===== src/lbmc_pkg.sv =====
// ----------------------------------------------------------------------------
// lbmc_pkg
// Types, register codes and saturating fixed-point helpers for the collision.
// ----------------------------------------------------------------------------
`default_nettype none

package lbmc_pkg;

	localparam int FRAC_BITS_DEF = 24;
	localparam int DATA_W        = 32;
	localparam int DIR_W         = 5;
	localparam int REG_W         = 31;
	localparam int REG_IDX_W     = 3;

	localparam longint Q_MAX = 64'sd2147483647;
	localparam longint Q_MIN = -64'sd2147483648;

	// configuration register codes
	typedef enum logic [REG_IDX_W-1:0] {
		REG_INV_TAU      = 3'd0,
		REG_FORCE_FACTOR = 3'd1,
		REG_GRAVITY      = 3'd2,
		REG_INV_CS_SQ    = 3'd3,
		REG_INV_CS_QUAD  = 3'd4
	} reg_idx_t;

	// weight class of a direction
	typedef enum logic [1:0] {
		WCLS_NONE,
		WCLS_REST,
		WCLS_AXIS,
		WCLS_DIAG
	} wcls_t;

	typedef logic signed [1:0] comp_t;

	typedef struct packed {
		comp_t cx;
		comp_t cy;
		comp_t cz;
		wcls_t wcls;
	} dir_info_t;

	typedef struct packed {
		logic signed [DATA_W-1:0] density;
		logic signed [DATA_W-1:0] vel_x;
		logic signed [DATA_W-1:0] vel_y;
		logic signed [DATA_W-1:0] vel_z;
		logic signed [DATA_W-1:0] force_x;
		logic signed [DATA_W-1:0] force_y;
		logic signed [DATA_W-1:0] force_z;
		logic signed [DATA_W-1:0] old_population;
		dir_info_t                info;
	} item_t;

	// direction vector and weight class
	function automatic dir_info_t dir_decode(input logic [DIR_W-1:0] d);
		dir_info_t r;
		r = '{cx: 2'sd0, cy: 2'sd0, cz: 2'sd0, wcls: WCLS_NONE};
		case (d)
			5'd1:  r.cx = 2'sd1;
			5'd2:  r.cx = -2'sd1;
			5'd3:  r.cy = 2'sd1;
			5'd4:  r.cy = -2'sd1;
			5'd5:  r.cz = 2'sd1;
			5'd6:  r.cz = -2'sd1;
			5'd7:  begin r.cx = 2'sd1;  r.cy = 2'sd1;  end
			5'd8:  begin r.cx = -2'sd1; r.cy = -2'sd1; end
			5'd9:  begin r.cx = 2'sd1;  r.cy = -2'sd1; end
			5'd10: begin r.cx = -2'sd1; r.cy = 2'sd1;  end
			5'd11: begin r.cx = 2'sd1;  r.cz = 2'sd1;  end
			5'd12: begin r.cx = -2'sd1; r.cz = -2'sd1; end
			5'd13: begin r.cx = 2'sd1;  r.cz = -2'sd1; end
			5'd14: begin r.cx = -2'sd1; r.cz = 2'sd1;  end
			5'd15: begin r.cy = 2'sd1;  r.cz = 2'sd1;  end
			5'd16: begin r.cy = -2'sd1; r.cz = -2'sd1; end
			5'd17: begin r.cy = 2'sd1;  r.cz = -2'sd1; end
			5'd18: begin r.cy = -2'sd1; r.cz = 2'sd1;  end
			default: ;
		endcase
		case (d) inside
			5'd0:           r.wcls = WCLS_REST;
			[5'd1:5'd6]:    r.wcls = WCLS_AXIS;
			[5'd7:5'd18]:   r.wcls = WCLS_DIAG;
			default:        r.wcls = WCLS_NONE;
		endcase
		return r;
	endfunction

	function automatic logic [REG_W-1:0] clamp31(input longint v);
		return (v > 64'sh7FFFFFFF) ? '1 : v[REG_W-1:0];
	endfunction

	function automatic logic signed [DATA_W-1:0] sat64(input longint v);
		logic signed [DATA_W-1:0] r;
		if (v > Q_MAX)
			r = 32'sh7FFFFFFF;
		else if (v < Q_MIN)
			r = 32'sh80000000;
		else
			r = v[DATA_W-1:0];
		return r;
	endfunction

	function automatic logic signed [DATA_W-1:0] qadd(
		input logic signed [DATA_W-1:0] a,
		input logic signed [DATA_W-1:0] b
	);
		return sat64(longint'(a) + longint'(b));
	endfunction

	function automatic logic signed [DATA_W-1:0] qsub(
		input logic signed [DATA_W-1:0] a,
		input logic signed [DATA_W-1:0] b
	);
		return sat64(longint'(a) - longint'(b));
	endfunction

	// exact product, floor shift, saturate
	function automatic logic signed [DATA_W-1:0] qmul(
		input logic signed [DATA_W-1:0] a,
		input logic signed [DATA_W-1:0] b,
		input int                       frac
	);
		longint ae;
		longint be;
		ae = longint'(a);
		be = longint'(b);
		return sat64((ae * be) >>> frac);
	endfunction

	function automatic logic signed [DATA_W-1:0] qacc(
		input logic signed [DATA_W-1:0] acc,
		input comp_t                    c,
		input logic signed [DATA_W-1:0] v
	);
		logic signed [DATA_W-1:0] r;
		if (c == 2'sd1)
			r = qadd(acc, v);
		else if (c == -2'sd1)
			r = qsub(acc, v);
		else
			r = acc;
		return r;
	endfunction

	// component times one in fixed point
	function automatic logic signed [DATA_W-1:0] comp_one(input comp_t c, input int frac);
		logic signed [DATA_W-1:0] one;
		logic signed [DATA_W-1:0] r;
		one = DATA_W'(64'sd1 <<< frac);
		if (c == 2'sd1)
			r = one;
		else if (c == -2'sd1)
			r = -one;
		else
			r = '0;
		return r;
	endfunction

endpackage

`default_nettype wire


===== src/lbmc_front.sv =====
// ----------------------------------------------------------------------------
// lbmc_front
// Takes start commands, decodes the direction and pushes the item to the queue.
// ----------------------------------------------------------------------------
`default_nettype none

module lbmc_front (
	input  wire logic                                 start,
	input  wire logic                                 full,
	input  wire logic signed [lbmc_pkg::DATA_W-1:0]   density,
	input  wire logic signed [lbmc_pkg::DATA_W-1:0]   vel_x,
	input  wire logic signed [lbmc_pkg::DATA_W-1:0]   vel_y,
	input  wire logic signed [lbmc_pkg::DATA_W-1:0]   vel_z,
	input  wire logic signed [lbmc_pkg::DATA_W-1:0]   force_x,
	input  wire logic signed [lbmc_pkg::DATA_W-1:0]   force_y,
	input  wire logic signed [lbmc_pkg::DATA_W-1:0]   force_z,
	input  wire logic        [lbmc_pkg::DIR_W-1:0]    direction,
	input  wire logic signed [lbmc_pkg::DATA_W-1:0]   old_population,
	output logic                                      push,
	output lbmc_pkg::item_t                           item
);
	import lbmc_pkg::*;

	// transfer when not full
	assign push = start && !full;

	// pack the item with decoded direction
	always_comb begin
		item.density        = density;
		item.vel_x          = vel_x;
		item.vel_y          = vel_y;
		item.vel_z          = vel_z;
		item.force_x        = force_x;
		item.force_y        = force_y;
		item.force_z        = force_z;
		item.old_population = old_population;
		item.info           = dir_decode(direction);
	end

endmodule

`default_nettype wire


===== config.mk =====
export PLATFORM = sky130hd
export DESIGN_NAME = lbmc_front
export DESIGN_NICKNAME = d
export VERILOG_FILES = /design/src/lbmc_pkg.sv /design/src/lbmc_front.sv
export SDC_FILE = /design/constraint.sdc
export NUM_CORES = 1
export LEC_CHECK = 0
export BUFFER_PORTS_ARGS = -buffer_cell sky130_fd_sc_hd__buf_2
export CAP_MARGIN = 20
export CORE_AREA = 2 2 204 206
export DETAILED_ROUTE_END_ITERATION = 12
export DIE_AREA = 0 0 206 208
export GPL_TIMING_DRIVEN = 0
export PLACE_DENSITY = 0.3
export SYNTH_ARGS = -nofsm -noshare
export SYNTH_HDL_FRONTEND = slang
export SYNTH_SLANG_ARGS = --single-unit

===== constraint.sdc =====
create_clock -name vclk -period 3.6
set_input_delay 1.08 -clock vclk [all_inputs]
set_output_delay 1.08 -clock vclk [all_outputs]
set_load 0.01 [all_outputs]

==> impl_results.md <==
- Routed wire length: 10400 µm
- Multi-input logic area: 198 µm²
- Vias in the first global route: 2253
- Mapped cell area: 2150 µm²
- Min Tclk post-route: 3130 ps
- Die ar.: 42800 µm²
- DIE HEIGHT: 208 µm
- WP data arrival: 2050 ps
- Antenna violations before repair: 2
- Top post-synthesis cells by area: buf_4, a21oi_1, buf_2
- Crit-path cells: buf_2 -> inv_2 -> maj3_2 -> o32ai_1 -> buf_2
- Fmax: 319 MHz
- Total GRT Usage: 0.0389
- Setup violators final: 0
- GPL Wtd Cong: 0.893
- Share of cells above drive strength 1: 0.947
- Peak VDD IR: 0.0000379 V
- Drt pass-1 iters: 4
- Area leader, netlist: buf_4
- Area delta synth->final: 93.9%
- Sw Ratio: 0.415
- Status: finished clean
- Dpl hpwl: 9920 µm
- P per Cell Area: 118 nW/µm²
- Hold Startpoint: force_z[10]
- Crit-path max cell delay: 310 ps
- # resized after CTS: 0
- Cell count after synthesis: 293
- Hold endpoint: item[50]
- Leak: 2.39 nW
- Startpoint Class: input port
- Hold Slack: 2340 ps
- Crit path required time: 2520 ps
- Top delay family on crit path: buffers and inverters
- RSZ-0062 raised after global routing: no
- Largest net degree at the start of global routing: 11
- Clkbuf count: 0
- Cts hold-fix bufs: 0
- Drt via density: 2.32
- Worst slew pin tran: 339 ps
- Post-DRT Antenna Nets: 0
- # port buffers: 270
- Most frequent cells after synthesis: buf_4, a21oi_1, buf_2
- Vias: 2545
- Max cap viols: 0
- Period utilization: 0.870
- First-pass GRT wire length: 12600 µm
- Crit path capture type: output pin
- CP max-delay cell: maj3_2
- Seq/Total Area, Yosys: 0
- Synth top area share: 0.894
- Combinational share of power: 1.000
- Core ar.: 40600 µm²
- Clock power frac: 0
- Drt drc: 0
- CP bufs+invs: 3
- Count leader, synth: buf_4
- Die width: 206 µm
- Nets@finish: 828
- Total congestion overflow: 0
- Avg WL per Cell: 9.46 µm
- Initial drt markers: 28
- Starting density of the core: 0.0530
- Sw power: 0.000205 W
- Reg area: 0 µm²
- Post-synth net total: 556
- Hold Vio Cnt, Final: 0
- Count of pins over their slew limit: 0
- FFs & Latches: 0
- Seq pwr share: 0
- TNS Setup: 0 ps
- Crit-path most repeated cell: buf_2
- Yosys cell types: 23
- Hold Path Depth: 2
- Crit. Startpoint: direction[4]
- Fillers: 4773
- Worst min path class: input port to output pin
- Peak fanout along the critical path: 9
- Avg Cell Area, Syn: 7.34 µm²
- Internal cell power: 0.000289 W
- Rel. slew slack: 0.771
- Crit Path Class: input port to output pin
- Ports: 528
- Yosys warnings: 0
- Postcts setup bufs: 0
- FP Rows: 74
==> through the flow <==
stage               std cells  cell area [µm²]  total power, W  setup slack (ps)   util
finish                   1096             4170        0.000494               469  0.103
global route             1096             4170        0.000529               401  0.103
CTS                      1095             4170        0.000501               452  0.103
detailed placement       1095             4170        0.000500               450  0.103
global placement         1095             4170        0.000505               401  0.103
floorplan                 293             2150        0.000319               626      -
==> kinds of logic (layout without fill, tap and decap cells) <==
kind of cell             after synthesis  in the layout  synth area share
AND/OR/NAND/NOR                       12             12            0.0320
adder cells (fa/ha/maj)                1              1           0.00524
AO/OA/AOI/OAI                         15             15            0.0465
other                                  0              1                 0
buffers and inverters                263            533             0.908
XOR/XNOR                               2              2           0.00815
==> cell type report <==
| cell class | instances | share of cell area |
|---|---|---|
| Buffer | 260 | 0.466 |
| Inverter | 3 | 0.00270 |
| Timing Repair Buffer | 270 | 0.324 |
| Antenna cell | 1 | 0.000600 |
| Tap cell | 532 | 0.160 |
| Multi-Input combinational cell | 30 | 0.0474 |
==> worst max path at each step <==
| stage | end | slack [ps] | depth (start not counted) |
|---|---|---|---|
| after CTS | item[4] | 450 | 6 |
| after global routing | item[4] | 400 | 6 |
| after floorplan | item[0] | 630 | 3 |
| after global placement | item[0] | 400 | 5 |
| after detailed placement | item[4] | 450 | 6 |
| final | item[0] | 470 | 5 |
==> power groups by stage <==
stage	sequential, W	clock, W	combinational (W)
after global routing	0	0.0000000000371	0.000529
after detailed placement	0	0	0.000500
after floorplan	0	0	0.000319
final	0	0.0000000000371	0.000494
after global placement	0	0	0.000505
after CTS	0	0	0.000501
==> layout by cell type (no fill, tap or decap), drive strengths merged <==
master / count
buf: 530
nand4: 1
o21ai: 2
nor2b: 2
o221a: 1
o211ai: 1
nand2: 1
a2bb2oi: 1
maj3: 1
nor2: 2
xor2: 2
diode: 1
a31oi: 2
nor3b: 2
a211oi: 1
inv: 3
nor3: 1
o41ai: 1
nand3: 2
a21oi: 5
nand4b: 1
o32ai: 1
==> routing by layer <==
layer | GRT usage | up-vias | share of wire
li1 | - | 1196 | -
met1 | 0.0305 | 1031 | 0.25
met2 | 0.0874 | 296 | 0.57
met3 | 0.00251 | 22 | 0.12
met4 | 0.0234 | 0 | 0.061
met5 | 0 | - | 0
Power figures use the tool's default switching activity.
