## src/lbmc_pkg.sv

```systemverilog
// ----------------------------------------------------------------------------
// lbmc_pkg
// Types, register codes and saturating fixed-point helpers for the collision.
// ----------------------------------------------------------------------------
`default_nettype none

package lbmc_pkg;

	localparam int FRAC_BITS_DEF = 24;
	localparam int DATA_W        = 32;
	localparam int DIR_W         = 5;
	localparam int REG_W         = 31;
	localparam int REG_IDX_W     = 3;

	localparam longint Q_MAX = 64'sd2147483647;
	localparam longint Q_MIN = -64'sd2147483648;

	// configuration register codes
	typedef enum logic [REG_IDX_W-1:0] {
		REG_INV_TAU      = 3'd0,
		REG_FORCE_FACTOR = 3'd1,
		REG_GRAVITY      = 3'd2,
		REG_INV_CS_SQ    = 3'd3,
		REG_INV_CS_QUAD  = 3'd4
	} reg_idx_t;

	// weight class of a direction
	typedef enum logic [1:0] {
		WCLS_NONE,
		WCLS_REST,
		WCLS_AXIS,
		WCLS_DIAG
	} wcls_t;

	typedef logic signed [1:0] comp_t;

	typedef struct packed {
		comp_t cx;
		comp_t cy;
		comp_t cz;
		wcls_t wcls;
	} dir_info_t;

	typedef struct packed {
		logic signed [DATA_W-1:0] density;
		logic signed [DATA_W-1:0] vel_x;
		logic signed [DATA_W-1:0] vel_y;
		logic signed [DATA_W-1:0] vel_z;
		logic signed [DATA_W-1:0] force_x;
		logic signed [DATA_W-1:0] force_y;
		logic signed [DATA_W-1:0] force_z;
		logic signed [DATA_W-1:0] old_population;
		dir_info_t                info;
	} item_t;

	// direction vector and weight class
	function automatic dir_info_t dir_decode(input logic [DIR_W-1:0] d);
		dir_info_t r;
		r = '{cx: 2'sd0, cy: 2'sd0, cz: 2'sd0, wcls: WCLS_NONE};
		case (d)
			5'd1:  r.cx = 2'sd1;
			5'd2:  r.cx = -2'sd1;
			5'd3:  r.cy = 2'sd1;
			5'd4:  r.cy = -2'sd1;
			5'd5:  r.cz = 2'sd1;
			5'd6:  r.cz = -2'sd1;
			5'd7:  begin r.cx = 2'sd1;  r.cy = 2'sd1;  end
			5'd8:  begin r.cx = -2'sd1; r.cy = -2'sd1; end
			5'd9:  begin r.cx = 2'sd1;  r.cy = -2'sd1; end
			5'd10: begin r.cx = -2'sd1; r.cy = 2'sd1;  end
			5'd11: begin r.cx = 2'sd1;  r.cz = 2'sd1;  end
			5'd12: begin r.cx = -2'sd1; r.cz = -2'sd1; end
			5'd13: begin r.cx = 2'sd1;  r.cz = -2'sd1; end
			5'd14: begin r.cx = -2'sd1; r.cz = 2'sd1;  end
			5'd15: begin r.cy = 2'sd1;  r.cz = 2'sd1;  end
			5'd16: begin r.cy = -2'sd1; r.cz = -2'sd1; end
			5'd17: begin r.cy = 2'sd1;  r.cz = -2'sd1; end
			5'd18: begin r.cy = -2'sd1; r.cz = 2'sd1;  end
			default: ;
		endcase
		case (d) inside
			5'd0:           r.wcls = WCLS_REST;
			[5'd1:5'd6]:    r.wcls = WCLS_AXIS;
			[5'd7:5'd18]:   r.wcls = WCLS_DIAG;
			default:        r.wcls = WCLS_NONE;
		endcase
		return r;
	endfunction

	function automatic logic [REG_W-1:0] clamp31(input longint v);
		return (v > 64'sh7FFFFFFF) ? '1 : v[REG_W-1:0];
	endfunction

	function automatic logic signed [DATA_W-1:0] sat64(input longint v);
		logic signed [DATA_W-1:0] r;
		if (v > Q_MAX)
			r = 32'sh7FFFFFFF;
		else if (v < Q_MIN)
			r = 32'sh80000000;
		else
			r = v[DATA_W-1:0];
		return r;
	endfunction

	function automatic logic signed [DATA_W-1:0] qadd(
		input logic signed [DATA_W-1:0] a,
		input logic signed [DATA_W-1:0] b
	);
		return sat64(longint'(a) + longint'(b));
	endfunction

	function automatic logic signed [DATA_W-1:0] qsub(
		input logic signed [DATA_W-1:0] a,
		input logic signed [DATA_W-1:0] b
	);
		return sat64(longint'(a) - longint'(b));
	endfunction

	// exact product, floor shift, saturate
	function automatic logic signed [DATA_W-1:0] qmul(
		input logic signed [DATA_W-1:0] a,
		input logic signed [DATA_W-1:0] b,
		input int                       frac
	);
		longint ae;
		longint be;
		ae = longint'(a);
		be = longint'(b);
		return sat64((ae * be) >>> frac);
	endfunction

	function automatic logic signed [DATA_W-1:0] qacc(
		input logic signed [DATA_W-1:0] acc,
		input comp_t                    c,
		input logic signed [DATA_W-1:0] v
	);
		logic signed [DATA_W-1:0] r;
		if (c == 2'sd1)
			r = qadd(acc, v);
		else if (c == -2'sd1)
			r = qsub(acc, v);
		else
			r = acc;
		return r;
	endfunction

	// component times one in fixed point
	function automatic logic signed [DATA_W-1:0] comp_one(input comp_t c, input int frac);
		logic signed [DATA_W-1:0] one;
		logic signed [DATA_W-1:0] r;
		one = DATA_W'(64'sd1 <<< frac);
		if (c == 2'sd1)
			r = one;
		else if (c == -2'sd1)
			r = -one;
		else
			r = '0;
		return r;
	endfunction

endpackage

`default_nettype wire

```

## src/lbmc_queue.sv

```systemverilog
// ----------------------------------------------------------------------------
// lbmc_queue
// Two-entry queue between the command front and the arithmetic back.
// ----------------------------------------------------------------------------
`default_nettype none

module lbmc_queue (
	input  wire logic            clk,
	input  wire logic            arst_n,
	input  wire logic            push,
	input  wire lbmc_pkg::item_t push_item,
	input  wire logic            pop,
	output logic                 full,
	output logic                 not_empty,
	output lbmc_pkg::item_t      head
);
	import lbmc_pkg::*;

	item_t      entry_q [2];
	logic       wr_ptr_q;
	logic       rd_ptr_q;
	logic [1:0] count_q;
	logic       do_pop;

	assign full      = (count_q == 2'd2);
	assign not_empty = (count_q != 2'd0);
	assign head      = entry_q[rd_ptr_q];
	assign do_pop    = pop && not_empty;

	// pointers and fill count
	always_ff @(posedge clk or negedge arst_n) begin
		if (!arst_n) begin
			wr_ptr_q <= 1'b0;
			rd_ptr_q <= 1'b0;
			count_q  <= 2'd0;
		end else begin
			if (push)
				wr_ptr_q <= !wr_ptr_q;
			if (do_pop)
				rd_ptr_q <= !rd_ptr_q;
			if (push && !do_pop)
				count_q <= count_q + 2'd1;
			else if (!push && do_pop)
				count_q <= count_q - 2'd1;
		end
	end

	// entry storage
	always_ff @(posedge clk) begin
		if (push)
			entry_q[wr_ptr_q] <= push_item;
	end

endmodule

`default_nettype wire

```

## config.mk

```make
export PLATFORM = sky130hd
export DESIGN_NAME = lbmc_queue
export DESIGN_NICKNAME = d
export VERILOG_FILES = /design/src/lbmc_pkg.sv /design/src/lbmc_queue.sv
export SDC_FILE = /design/constraint.sdc
export NUM_CORES = 1
export LEC_CHECK = 0
export ABC_AREA = 1
export BUFFER_PORTS_ARGS = -buffer_cell sky130_fd_sc_hd__buf_4
export CORE_AREA = 2 2 207 209
export CTS_CLUSTER_SIZE = 24
export DETAILED_ROUTE_END_ITERATION = 8
export DIE_AREA = 0 0 209 211
export HOLD_SLACK_MARGIN = 0.08
export PLACE_DENSITY_LB_ADDON = 0.12
export SYNTH_ARGS = -nofsm -noshare
export SYNTH_HDL_FRONTEND = slang
export SYNTH_SLANG_ARGS = --single-unit
```

## constraint.sdc

```tcl
create_clock -name clk -period 31.9 [get_ports clk]
set_input_delay 6.38 -clock clk [delete_from_list [all_inputs] [get_ports clk]]
set_output_delay 6.38 -clock clk [all_outputs]
set_load 0.01 [all_outputs]
```

==> implementation parameters <==
Parameter                              Value

Clock tree
  Post-CTS Setup Repair Bufs    0
  Buffer levels on the longest clock path    3
  Number of H-tree levels    2
  Number of clock sinks    532
  Clock buffers created by TritonCTS    53
  Clock latency of the later-clocked register in the worst-skew pair    0.59 ns
  Clock input transition at the sequential cells of the worst setup and hold paths    0.06 ns
  Post-CTS Hold Fix Bufs    0
  CTS tree    done
  Clock root cell    sky130_fd_sc_hd__clkbuf_16
  Number of gates resized after cts    0

Critical path
  Critical path cell sequence    inv_8 > buf_4 > nand2_1 > nand2_1 > buf_4
  Endpoint class of the critical path    primary output
  Endpoint arrival time on the critical path    3.87 ns
  Critical-path cell with the highest stage delay    sky130_fd_sc_hd__buf_4
  Startpoint kind of the worst setup timing path    flip-flop
  Required time at the worst-slack endpoint    25.52 ns
  Maximum cell stage delay along the critical path    0.88 ns
  Top fanout value on the critical path    175
  Crit-path leading delay family    buffers and inverters
  Buffer and inverter count on the worst path    3
  Critical path class    flip-flop to primary output

Drt
  Number of design-rule violations left by the first detailed-router iteration    726
  First-pass detailed-route iteration total    5
  Total Wirelength    47,390 um
  Routed Antenna Nets    0
  Vias after detailed routing    12,097
  Post-route DRC violation count    0
  Detailed-route wire length per cell    18.74 um
  Detail-routed via count per cell    4.783

Yosys
  Unique cell type count in the Yosys netlist    14
  Number of warnings issued by yosys    0
  Portion of the post-synthesis area used by sequential elements    0.8179
  Post-Synthesis Net Count    1,676
  Synthesized area per cell    13.87 um^2
  Cell taking the most area after synthesis    sky130_fd_sc_hd__edfxtp_1
  Post-Synthesis Cells    1,407
  Most area-consuming cells after synthesis    sky130_fd_sc_hd__edfxtp_1 (81%), sky130_fd_sc_hd__nand2_1 (15%), sky130_fd_sc_hd__buf_6 (1.3%), sky130_fd_sc_hd__buf_2 (0.67%), sky130_fd_sc_hd__dfrtp_1 (0.51%)
  Yosys top cell area share    0.8127
  Post-synthesis instance area    19,510 um^2
  Flip-flop and latch count after synthesis    532

Placed design
  Number of input and output port buffers inserted    533
  Dpl cell area    23,800 um^2
  Placed wire-length estimate    30,610 um
  Placed cell count    2,428
  Placer's final routability congestion estimate    0.7728

Power
  Power per unit of standard cell area    93.30 nW/um^2
  Standby leakage power    0.01088 uW
  Max VDD drop    0.1057 mV
  Overall power consumption    2386 uW

Final layout
  Post-layout utilization of the core    0.6124
  Fin area    25,570 um^2
  Most common library cell in the layout ignoring fill and taps    sky130_fd_sc_hd__nand2_1
  Leading cell types in the layout, fill and taps excluded    sky130_fd_sc_hd__nand2_1 (801), sky130_fd_sc_hd__buf_4 (541), sky130_fd_sc_hd__edfxtp_1 (528), sky130_fd_sc_hd__clkbuf_16 (55), sky130_fd_sc_hd__clkbuf_1 (12)
  Fraction of final layout cells with drive strength greater than 1    0.3111
  Count of filler cells inserted in the layout    3,236
  Non-filler cells, final    2,529
  Layout net count    2,213
  Area growth, synth to finish    31.08%

Timing
  Ratio of final minimum period to clock period    0.3214
  Max frequency    97.53 MHz
  Least-Margin Pin Slew    1.170 ns
  Setup TNS    0 ns
  Final number of setup-violating endpoints    0
  Final slew viol count    0
  Final Hold Violating Endpoints    0
  Remaining max-slew budget at the tightest pin    0.2199
  Setup repair after global routing missed its margin    no
  Minimum clock period    10.25 ns
  Max Clock Skew    0.006779 ns

GRT
  Wire length of the first global-routing pass    69,490 um
  Antenna violations before repair    8
  Total congestion overflow after global routing    0
  Via count of the first global-routing pass    12,035
  Maximum number of pins on one net before global-route repair    176
  Combined global-route utilization of all metal layers    0.2088

Job
  Number of maximum-capacitance constraint violations    0

Hold path
  Classification of the worst-slack hold path    flip-flop to flip-flop

Floorplan
  Chip Width    209 um
  Height of the die    211 um
  Initial standard-cell utilization of the core    0.4672
  I/O pin count    534
  Total number of placement rows    75
  Area of the placeable core    41,760 um^2
  Die area    44,100 um^2

Outcome
  Status    finished, final reports clean
-- per-layer routing --
layer | part of all wire | global-route usage
met1 | 0.37 | 0.2447
met2 | 0.49 | 0.3482
met3 | 0.096 | 0.07791
met4 | 0.034 | 0.08695
met5 | 0.00027 | 0
-- cell families (layout without fill, tap and decap cells) --
family        count (synthesis)  after routing  share of synthesized area
fa+ha+maj                     1              1                  0.0006413
buf+inv                      66            642                    0.02527
other cells                   0              7                          0
simple gates                806            806                     0.1553
flops                       532            532                     0.8179
xor+xnor                      2              2                  0.0008981
-- where the power goes --
group	switching, uW	internal (uW)	leakage [uW]
combinational	476	306	0.00503
clock	250	378	0.000853
sequential	46.9	929	0.00500
total	773	1610	0.0109
-- final timing paths --
kind | start | endpoint | slack [ns] | cells past startpoint
max | rd_ptr_q$_DFFE_PN0P_ | head[117] | 21.65 | 5
min | count_q[1]$_DFFE_PN0P_ | count_q[1]$_DFFE_PN0P_ | 0.49 | 2
max reg2reg | wr_ptr_q$_DFFE_PN0P_ | entry_q[0][55]$_DFFE_PP_ | 28.13 | 3
min reg2reg | count_q[1]$_DFFE_PN0P_ | count_q[1]$_DFFE_PN0P_ | 0.49 | 2
max in group asynchronous | arst_n | rd_ptr_q$_DFFE_PN0P_ | 26.20 | 1
min in group asynchronous | arst_n | wr_ptr_q$_DFFE_PN0P_ | 5.58 | 1
-- layout make-up --
type	instances	area (um^2)	area share
timing repair buffer	541	4061	0.1588
inverter	7	41.29	0.001615
multi-input combinational	809	3068	0.1200
tap	539	674.4	0.02637
antenna	7	17.52	0.0006850
clock buffer	67	1421	0.05558
clock inverter	27	329.1	0.01287
sequential	532	15960	0.6241
-- synthesized netlist by cell type --
master / n
sky130_fd_sc_hd__xnor2_1: 1
sky130_fd_sc_hd__buf_4: 10
sky130_fd_sc_hd__dfrtp_1: 4
sky130_fd_sc_hd__nand2_1: 801
sky130_fd_sc_hd__buf_2: 26
sky130_fd_sc_hd__inv_1: 6
sky130_fd_sc_hd__inv_4: 1
sky130_fd_sc_hd__edfxtp_1: 528
sky130_fd_sc_hd__nand4_1: 1
sky130_fd_sc_hd__nor2_1: 2
sky130_fd_sc_hd__ha_1: 1
sky130_fd_sc_hd__nand3_1: 2
sky130_fd_sc_hd__buf_6: 23
sky130_fd_sc_hd__xor2_1: 1
-- per-stage QoR --
stage,hold slack (ns),setup slack (ns)
4_1_cts,0.4861,21.66
3_3_place_gp,0.4576,21.98
5_1_grt,0.5346,21.38
3_5_place_dp,0.4709,22.01
6_report,0.4887,21.65
2_1_floorplan,0.4417,13.55
-- tightest hold or removal path: stages, from the launching register on --
cell and delay [ns]:
sky130_fd_sc_hd__dfrtp_1 0.35, sky130_fd_sc_hd__nand2_1 0.06, sky130_fd_sc_hd__nand2_1 0.05
-- registers in the layout (all words and copies together), names as in the netlist --
register / cells
count_q: 2
wr_ptr_q: 1
rd_ptr_q: 1
entry_q: 528
Note: power is estimated with default switching activity, not from simulation.
